**config.mk**
```make
export PLATFORM = sky130hd
export DESIGN_NAME = mrbr_cell
export DESIGN_NICKNAME = d
export VERILOG_FILES = /design/src/sv/mrbr_pkg.sv /design/src/sv/mrbr_cell.sv
export SDC_FILE = /design/constraint.sdc
export NUM_CORES = 1
export LEC_CHECK = 0
export BUFFER_PORTS_ARGS = -buffer_cell sky130_fd_sc_hd__buf_2
export CAP_MARGIN = 20
export CORE_ASPECT_RATIO = 0.7
export CORE_UTILIZATION = 50
export CTS_BUF_LIST = sky130_fd_sc_hd__clkbuf_16
export DETAILED_ROUTE_END_ITERATION = 6
export GPL_TIMING_DRIVEN = 0
export HOLD_SLACK_MARGIN = 0.03
export PLACE_DENSITY = 0.88
export SETUP_SLACK_MARGIN = 0.05
export SYNTH_ARGS = -nofsm -noshare
export SYNTH_HDL_FRONTEND = slang
export SYNTH_SLANG_ARGS = --single-unit
export TNS_END_PERCENT = 50
```
**constraint.sdc**
```tcl
create_clock -name clk -period 10.4 [get_ports clk]
set_input_delay 0.52 -clock clk [delete_from_list [all_inputs] [get_ports clk]]
set_output_delay 0.52 -clock clk [all_outputs]
set_load 0.02 [all_outputs]
```
**src/sv/mrbr_pkg.sv**
```systemverilog
// shared types, widths and key compare for the monotonic run bucket router
package mrbr_pkg;

  localparam int DEF_NUM_BUCKETS = 16;
  localparam int TOKEN_W         = 64;
  localparam int RANK_W          = 32;
  localparam int MAXB_W          = 5;
  localparam int BUCKET_W        = 4;
  localparam int SLOT_W          = 6;
  localparam int COUNT_W         = SLOT_W + 1;
  localparam logic [MAXB_W-1:0] MAXB_RESET = 5'd16;

  typedef logic [TOKEN_W-1:0] token_t;
  typedef logic [RANK_W-1:0]  rank_t;
  typedef logic [SLOT_W-1:0]  slot_t;
  typedef logic [COUNT_W-1:0] count_t;

  // search state handed from cell to cell
  typedef struct packed {
    logic   valid;
    logic   cur_fit;
    logic   found;
    token_t gap;
    slot_t  best;
    logic   max_valid;
    token_t max_tok;
    rank_t  max_rank;
    slot_t  max_slot;
  } scan_pkt_t;

  // key broadcast and write port from the controller to every cell
  typedef struct packed {
    token_t tok;
    rank_t  rank;
    slot_t  cur;
    count_t count;
    logic   wr_en;
    slot_t  wr_slot;
  } cell_ctl_t;

  // key (ta,ra) strictly below key (tb,rb): signed token, then unsigned rank
  function automatic logic key_less(token_t ta, rank_t ra, token_t tb, rank_t rb);
    logic lt;
    lt = ($signed(ta) < $signed(tb)) || ((ta == tb) && (ra < rb));
    return lt;
  endfunction

endpackage

```
**src/sv/mrbr_cell.sv**
```systemverilog
// one bucket cell: last key storage plus one step of the bucket search
module mrbr_cell #(
  parameter int INDEX = 0
) (
  input  logic                  clk,
  input  logic                  rst,
  input  mrbr_pkg::cell_ctl_t   ctl,
  input  mrbr_pkg::scan_pkt_t   pkt_in,
  output mrbr_pkg::scan_pkt_t   pkt_out
);
  import mrbr_pkg::*;

  localparam slot_t  MY_SLOT  = slot_t'(INDEX);
  localparam count_t MY_COUNT = count_t'(INDEX);

  token_t    last_tok;
  rank_t     last_rank;
  scan_pkt_t pkt_next;
  logic      active;
  logic      below;
  logic      take_best;
  logic      take_max;
  token_t    gap;

  always_comb begin
    active    = ctl.count > MY_COUNT;
    below     = key_less(last_tok, last_rank, ctl.tok, ctl.rank);
    gap       = ctl.tok - last_tok;
    take_best = active && below && (!pkt_in.found || (gap < pkt_in.gap));
    take_max  = active && (!pkt_in.max_valid ||
                key_less(pkt_in.max_tok, pkt_in.max_rank, last_tok, last_rank));
    pkt_next  = pkt_in;
    if ((ctl.cur == MY_SLOT) && below) begin
      pkt_next.cur_fit = 1'b1;
    end
    if (take_best) begin
      pkt_next.found = 1'b1;
      pkt_next.gap   = gap;
      pkt_next.best  = MY_SLOT;
    end
    if (take_max) begin
      pkt_next.max_valid = 1'b1;
      pkt_next.max_tok   = last_tok;
      pkt_next.max_rank  = last_rank;
      pkt_next.max_slot  = MY_SLOT;
    end
  end

  always_ff @(posedge clk) begin
    if (ctl.wr_en && (ctl.wr_slot == MY_SLOT)) begin
      last_tok  <= ctl.tok;
      last_rank <= ctl.rank;
    end
  end

  always_ff @(posedge clk) begin
    if (rst) begin
      pkt_out <= '0;
    end else begin
      pkt_out <= pkt_next;
    end
  end

endmodule

```
==> metrics <==
Mapped Avg Cell Area between 9 and 10 sq um; antenna viol nets, final 0; biggest area consumer among synthesized cells ha_1; Cell Count, Final, Fillers Out ~3100; initial antenna violation count 14; vias in the first global route 17300; global placement routability congestion around 0.93; endpoints failing hold 0; Max clock buf depth 3; Post-Route Setup TNS 0 ps; Post-Route WL 65700 microns; prevailing post-synth register cell dfxtp_1; Max Transition Viols Final 0; met3 Use GR 0.0544; pwr/cell area 124 nW/um^2; clock sinks approximately 270; Hold Slack 132 ps; VDD IR-drop max between 0.1 and 0.15 mV; layout cells sized above 1 0.213; Slew @ Worst Pin 1230 ps; Via density ~5.7; clk_skew 13.8 ps; Min-Delay Path Class input pin to register; CP required roughly 11000 ps; Hold-fix buffers, CTS 0; hpwl dp around 54000 microns; CP max-delay cell o31ai_1; setup bufs post-CTS 0; global-route wire length before repair 97300 microns; synthesized flop and latch total 272; drt pass-1 iters 7; P_leak about 12 nW; syn nets 2714; IO Port Bufs 469; Ports 470; Syn Std Cell Area 19000 sq um; post-synthesis mux area share 0.0800; critical path, cell by cell ha_1 > clkbuf_1 > nand2_1 > nor2_1 > nand3_1 > o31ai_1 > a21oi_1 > nor3_1 > nor3_1 > xnor2_1 > ha_1 > a21o_1 > a21o_1 > a21oi_1 > nor2_1 > a2111oi_0 > o21ai_0 > nand2_1 > nand4b_1 > buf_2 > buf_4 > mux2i_1 > nor2_1; nets 3222; final setup fails 0; GRT Max-Usage Layer met2; Setup CP Type register to register; H-tree depth 1; outcome finished clean; most frequent cells in the layout buf_2, ha_1, inv_1; register area share after synthesis 0.336; CTS tree yes; CTS clock-pin slew for the worst setup and hold paths 70 ps; Final period util 0.653; Tmin final between 6000 and 7000 ps; Pwr Total 2.85 mW; critical path buffer and inverter count 3; Critical Path End Type register; cts bufs inserted 28; Top delay family on crit path compound AO/OA/AOI/OAI gates; Yosys top cell area share 0.208; simple-gate share of the synthesized area 0.125; routed vias 18000; DRT iter0 DRCs 1369; Syn Inst Count roughly 2100; gr usage total 0.324; filler cell count 3107; fin worst setup slack 3610 ps; Yosys warning total 0; dpl ws 3560 ps; Reg2Reg Setup Slack roughly 3600 ps; crit start category register; Synth Area in Compound Gates 0.147; Yosys cell types 74; met2 Usage GRT 0.553; RSZ-0062 raised after global routing no; Most common cell on crit path nor2_1; largest net degree at the start of global routing 16; f_max 147 MHz; Max-Cap Viols 0; crit path max fanout 10; Die Ht 165 microns; Synth async-reset ratio 0; Die W around 240 microns; Wirelength per Cell around 21 microns; die area 38900 sq um; Post-CTS Resized 0; root buffer cell clkbuf_16; Starting Density 0.510; most common cell after layout, fill and taps aside buf_2; dpl cells approximately 3000; main combinational cell family by area after synthesis adder cells; Rel. slew slack 0.180; Skew-Pair Late Insertion Delay 580 ps; # DRC 0; Post-synth EDFFs 96; adder-cell area share of the yosys netlist 0.209; grt total ovfl 0; met1 Track Usage GR 0.410; Area contributors post-synth ha_1, dfxtp_1, edfxtp_1; P&R area growth vs syn 20.8%; Rows 59; max incr delay on CP 730 ps; Core Area 37400 sq um; Synth Area in XOR/XNOR 0.0271; crit path DAT 7220 ps
## through the flow
step / util / area, sq um
after floorplan: - / 19000
after global placement: 0.589 / 22000
after detailed placement: 0.592 / 22100
after CTS: 0.615 / 23000
after global routing: 0.616 / 23000
final: 0.616 / 23000
## worst register-to-register path, cell delays in order (launching register included)
cell       delay, ps
edfxtp_1         430
ha_1             300
clkbuf_1         290
nand2_1          200
nor2_1           320
nand3_1          120
o31ai_1          730
a21oi_1          300
nor3_1           250
nor3_1            80
xnor2_1          300
ha_1             330
a21o_1           180
a21o_1           160
a21oi_1          140
nor2_1            50
a2111oi_0        660
o21ai_0          400
nand2_1          190
nand4b_1         180
buf_2            300
buf_4            260
mux2i_1          140
nor2_1           350
## state kept, by name (all words and copies together), names as in the netlist
name and cells:
last_tok 64, pkt_out 176, last_rank 32
## final timing paths
| check | to | startpoint | cells past startpoint |
|---|---|---|---|
| max | pkt_out[159] | last_tok[14] | 23 |
| min | last_rank[15] | ctl[35] | 1 |
| max reg2reg | pkt_out[159] | last_tok[14] | 23 |
| min reg2reg | pkt_out[9] | last_rank[3] | 2 |
## kinds of logic (layout without fill, tap and decap cells)
kind of cell | count (synthesis) | after routing
AO/OA/AOI/OAI | 444 | 444
XOR/XNOR | 59 | 59
adder cells (fa/ha/maj) | 317 | 317
buffers and inverters | 357 | 887
flip-flops | 272 | 272
multiplexers | 152 | 152
other | 0 | 9
AND/OR/NAND/NOR | 502 | 502
## cells in the mapped netlist, types with 11 or more instances
master      n
a31oi_1    16
nand4_1    65
a211oi_1   17
ha_1      316
o21ai_0    65
nor2b_1    20
nor2_1    210
o21ai_1    15
dfxtp_1   176
edfxtp_1   96
xnor2_1    36
nor3_1     25
buf_2      14
a21o_1     71
o21bai_1   11
nand3_1    24
clkbuf_1   49
xor2_1     23
mux2i_1   151
inv_1     278
a21oi_1   163
nor4_1     14
nand2_1    86
and2_1     16
## power by group
group | internal, mW | switching [mW] | total [mW] | leakage (nW)
sequential | 1.15 | 0.0162 | 1.17 | 2.33
clock | 0.541 | 0.450 | 0.992 | 0.456
combinational | 0.266 | 0.425 | 0.691 | 9.53
total | 1.96 | 0.891 | 2.85 | 12.3
## area by class of cell
| cell class | count | area, sq um | share of cell area |
|---|---|---|---|
| Clock inverter | 22 | 126 | 0.00549 |
| Timing Repair Buffer | 478 | 2440 | 0.106 |
| Clock buffer | 30 | 751 | 0.0326 |
| Multi-Input combinational cell | 1474 | 11200 | 0.487 |
| Sequential cell | 272 | 6410 | 0.278 |
| Buffer | 79 | 400 | 0.0174 |
| Tap cell | 488 | 611 | 0.0265 |
| Antenna cell | 9 | 22.5 | 0.000979 |
| Inverter | 278 | 1040 | 0.0454 |
## layer usage
layer,vias to the layer above,routed length [microns],share of wire
li1,8396,-,-
met1,8540,27400,0.42
met2,899,30300,0.46
met3,148,5140,0.078
met4,8,2810,0.043
met5,-,51,0.00078
(Power assumes the default switching activity.)
